--- config.mk ---
export PLATFORM = sky130hd
export DESIGN_NAME = okm_cfg
export DESIGN_NICKNAME = d
export VERILOG_FILES = /design/src/hdl/okm_pkg.sv /design/src/hdl/okm_cfg.sv
export SDC_FILE = /design/constraint.sdc
export NUM_CORES = 1
export LEC_CHECK = 0
export ABC_AREA = 0
export BUFFER_PORTS_ARGS = -buffer_cell sky130_fd_sc_hd__buf_2
export CAP_MARGIN = 20
export CORE_ASPECT_RATIO = 0.75
export CORE_MARGIN = 5
export CORE_UTILIZATION = 25
export CTS_BUF_LIST = sky130_fd_sc_hd__clkbuf_16
export DETAILED_ROUTE_END_ITERATION = 10
export GPL_TIMING_DRIVEN = 0
export PLACE_DENSITY_LB_ADDON = 0.3
export RECOVER_POWER = 25
export SYNTH_ARGS = -nofsm -noshare
export SYNTH_HDL_FRONTEND = slang
export SYNTH_SLANG_ARGS = --single-unit
--- constraint.sdc ---
create_clock -name i_clk -period 0.83 [get_ports i_clk]
set_input_delay 0.166 -clock i_clk [delete_from_list [all_inputs] [get_ports i_clk]]
set_output_delay 0.166 -clock i_clk [all_outputs]
set_load 0.1 [all_outputs]
--- src/hdl/okm_pkg.sv ---
// Shared types and constants for the online k-means update block.
package okm_pkg;

    localparam int DIST_W    = 39;
    localparam int TOTAL_W   = 63;
    localparam int CNT_W     = 32;
    localparam int ELEM_W    = 16;
    localparam int DIV_BITS  = 17;
    localparam int DIV_CNT_W = 5;

    localparam logic [1:0] STATUS_TRAINED = 2'd0;
    localparam logic [1:0] STATUS_SEEDED  = 2'd1;
    localparam logic [1:0] STATUS_IGNORED = 2'd2;

    localparam logic [1:0] REG_CENTRES = 2'd0;
    localparam logic [1:0] REG_DIMS    = 2'd1;

    typedef struct packed {
        logic               action;
        logic signed [15:0] element_value;
        logic               last_element;
    } t_in_item;

    typedef struct packed {
        logic [3:0]  centre_index;
        logic [38:0] min_distance;
        logic [62:0] compactness;
        logic [1:0]  status;
    } t_out_item;

    typedef enum logic [1:0] {
        MODE_SEED,
        MODE_TRAIN,
        MODE_IGNORE
    } t_mode;

    typedef enum logic [3:0] {
        ST_IDLE,
        ST_DIST,
        ST_SCAN,
        ST_CNT_RD,
        ST_CNT_WR,
        ST_UPD_RD,
        ST_UPD_DIV,
        ST_UPD_WAIT,
        ST_RESULT
    } t_state;

endpackage

--- src/hdl/okm_cfg.sv ---
// APB register file holding the centre and dimension counts.
module okm_cfg (
    input  logic        i_clk,
    input  logic        i_rst_n,
    input  logic        psel,
    input  logic        penable,
    input  logic        pwrite,
    input  logic [2:0]  paddr,
    input  logic [31:0] pwdata,
    output logic [31:0] prdata,
    output logic        pready,
    output logic [4:0]  o_centres,
    output logic [7:0]  o_dims
);
    import okm_pkg::*;

    logic [4:0] r_centres;
    logic [7:0] r_dims;
    logic       w_wr;
    logic [1:0] w_idx;

    assign w_wr  = psel && penable && pwrite;
    assign w_idx = {1'b0, paddr[2]};

    always_ff @(posedge i_clk) begin
        if (!i_rst_n) begin
            r_centres <= 5'd16;
            r_dims    <= 8'd128;
        end else if (w_wr) begin
            if (w_idx == REG_CENTRES) begin
                r_centres <= pwdata[4:0];
            end else if (w_idx == REG_DIMS) begin
                r_dims <= pwdata[7:0];
            end
        end
    end

    assign prdata    = (w_idx == REG_DIMS) ? {24'd0, r_dims} : {27'd0, r_centres};
    assign pready    = 1'b1;
    assign o_centres = r_centres;
    assign o_dims    = r_dims;

endmodule

==> flow_summary_export.csv <==
group,metric,value,unit
global_routing,track_usage,0.107,
cts,cts_root_buffer,"clkbuf_16",
yosys,synth_common_cells,"25 x buf_4, 18 x nand2_1, 13 x dfxtp_1, 13 x mux2i_1, 5 x mux2_2",
worst_setup_path,startpoint_type,"flip-flop",
global_routing,antenna_found_initial,0,
cts,clk_pin_slew,0.04,ns
sta,fin_crit_sh,1.45,
floorplan,die_w,76.6,um
pwr,p_int,1.52,mW
routing,ant_nets,0,
worst_setup_path,worst_path_max_delay_cell,"dfxtp_4",
global_routing,grt_max_degree,11,
hold_path,hp-class,"in2reg",
outcome,violations,"setup timing",
yosys,synth_area_leaders,"dfxtp_1 31%, buf_4 23%, mux2i_1 16%, nand2_1 8.1%, mux2_2 6.8%",
pwr,sequentialPowerShare,0.241,
floorplan,io_pins,86,
cts,cts_buffers,3,
floorplan,die_area,4590,um2
cts,clkLatencyLatePin,0.24,ns
routing,drc_errors,0,
placed_design,dp_cells,185,
floorplan,rows,18,
worst_setup_path,required,0.66,ns
sta,rsz0062_at_grt,"true",
cts,tritoncts,"built",
pwr,powerDensity,1540,nW/um2
sta,slew_viol_final,0,
placed_design,numPortBuffers,33,
worst_setup_path,path_buf_inv,1,
yosys,yosysTopAreaCell,"dfxtp_1",
placed_design,hpwl,1700,um
yosys,synthDistinctLibCells,14,
yosys,async_flop_share,0,
routing,dr.pass1.iters,3,
outcome,status,"finished, violations left",
routing,viasPerCell,3.75,
yosys,synth_edf_count,0,
pwr,clkPwrFrac,0.347,
global_routing,grt_pass1_wl,3750,um
routing,routed_wl,2360,um
yosys,syn_area_per_cell,9.35,um2
routing,wl_per_cell,11.9,um
floorplan,core_region_area,3240,um2
pwr,swShare,0.412,
pwr,comb_power_share,0.412,
yosys,synth_flop_cell,"dfxtp_1",
sta,fmax,834,MHz
pwr,p_sw,1.06,mW
worst_setup_path,cp_max_fo,3,
sta,clock-skew-final,0,ns
global_routing,first_global_vias,774,
layout,diodes,0,
layout,final_nets,199,
layout,drive_gt1_frac,0.627,
sta,fin_ws,-0.369,ns
pwr,leakagePower,0.840,nW
yosys,syn_area,832,um2
worst_setup_path,cp_top_family,"flip-flops",
yosys,synth_most_common_cell,"buf_4",
yosys,ys_seq_area_frac,0.313,
yosys,syn-instance-count,89,
sta,hold_viol,0,
global_routing,overflow,0,
placed_design,placed_cell_area,1210,um2
floorplan,fp.dieH,60.0,um
routing,drt_iter0_drc,12,
worst_setup_path,critPathKind,"reg2out",
worst_setup_path,path_cells,"mux2_4 -> buf_12",
sta,fin_setup_tns,-4.58,ns
sta,finalSetupViolCount,21,
layout,final_area,1680,um2
routing,vias,743,
floorplan,start_util,0.257,
yosys,synth_top_area_frac,0.313,
placed_design,gp_congestion,0.676,
layout,area_delta_synth_final,102,%
yosys,yosysWarnings,0,
layout,layoutNonFillerInstCount,198,
pwr,peakVddDrop,0.00111,V
placed_design,post-place-ws,-0.246,ns
pwr,total_power,2.58,mW
worst_setup_path,cp_slowest_stage_delay,0.35,ns
cts,clock_sinks,13,
sta,period_minus_slack,1.20,ns
cts,htreeDepth,1,
cts,clock_path_buffers,2,
yosys,ys_ff_latch,13,
worst_setup_path,crit_path_end_kind,"output pin",
job,max_cap_violations,0,
worst_setup_path,arrival,1.03,ns
-- layout make-up --
type | instances | area, um2
Clock buffer | 3 | 75.1
Fill cell | 294 | 1560
Tap cell | 40 | 50.0
Sequential cell | 13 | 309
Clock inverter | 1 | 5.00
Multi-Input combinational cell | 70 | 455
Buffer | 29 | 238
Timing Repair Buffer | 42 | 548
-- path summary, 6_finish.rpt --
kind / depth (start not counted) / start / end / slack (ns)
max: 2 / o_dims[1] / prdata[1] / -0.37
min: 3 / pwdata[4] / o_dims[4] / 0.17
max reg2reg: 4 / o_dims[6] / o_dims[6] / 0.03
min reg2reg: 2 / o_dims[4] / o_dims[4] / 0.48
-- layout by cell type (no fill, tap or decap) --
cell type,instances
nor2b_2,1
nor2b_1,3
nand4b_4,1
buf_2,13
buf_6,8
mux2_4,5
dfxtp_4,13
buf_8,1
nand2_1,18
conb_1,25
buf_4,28
mux2i_1,13
and2_4,3
buf_12,20
clkbuf_2,1
clkbuf_16,3
and4_4,1
clkinv_2,1
-- worst min-delay path: cells and delay by family --
family,cells,cell delay [ns]
AND/OR/NAND/NOR,1,0.05
multiplexers,1,0.05
buffers and inverters,1,0.10
-- power by group through the flow --
stage | Clock, mW | Sequential (mW) | Combinational (mW)
after floorplan | 0 | 0.730 | 0.773
after global placement | 0 | 0.628 | 0.947
after detailed placement | 0 | 0.630 | 0.954
after CTS | 0.924 | 0.624 | 1.04
after global routing | 0.965 | 0.623 | 1.10
final | 0.897 | 0.622 | 1.07
-- metrics by stage --
stage               hold WS, ns   util
finish                    0.173  0.518
global route              0.172  0.518
CTS                       0.168  0.490
detailed placement        0.422  0.374
global placement          0.409  0.374
floorplan                 0.298      -
-- cell families after synthesis --
logic type,share of synthesized area
other,0.00903
muxes,0.224
and+or+nand+nor,0.180
buffers and inverters,0.274
DFF,0.313
-- metal layers --
layer,up-vias,wire (um),track usage
li1,373,-,-
met1,333,858,0.106
met2,35,1240,0.196
met3,2,245,0.0678
met4,0,12,0.0150
met5,-,0,0
-- state kept, by name, indices dropped and copies added, names as in the netlist --
| register | count |
|---|---|
| o_dims | 8 |
| o_centres | 5 |
-- timing repair --
action	4_1_cts	5_1_grt
setup buffers	3	6
hold buffers	0	0
cloned	0	0
pin swaps	3	0
setup endpoints to repair	21	31
resized for setup	74	14
No activity file was read; power rests on OpenSTA's default activity.
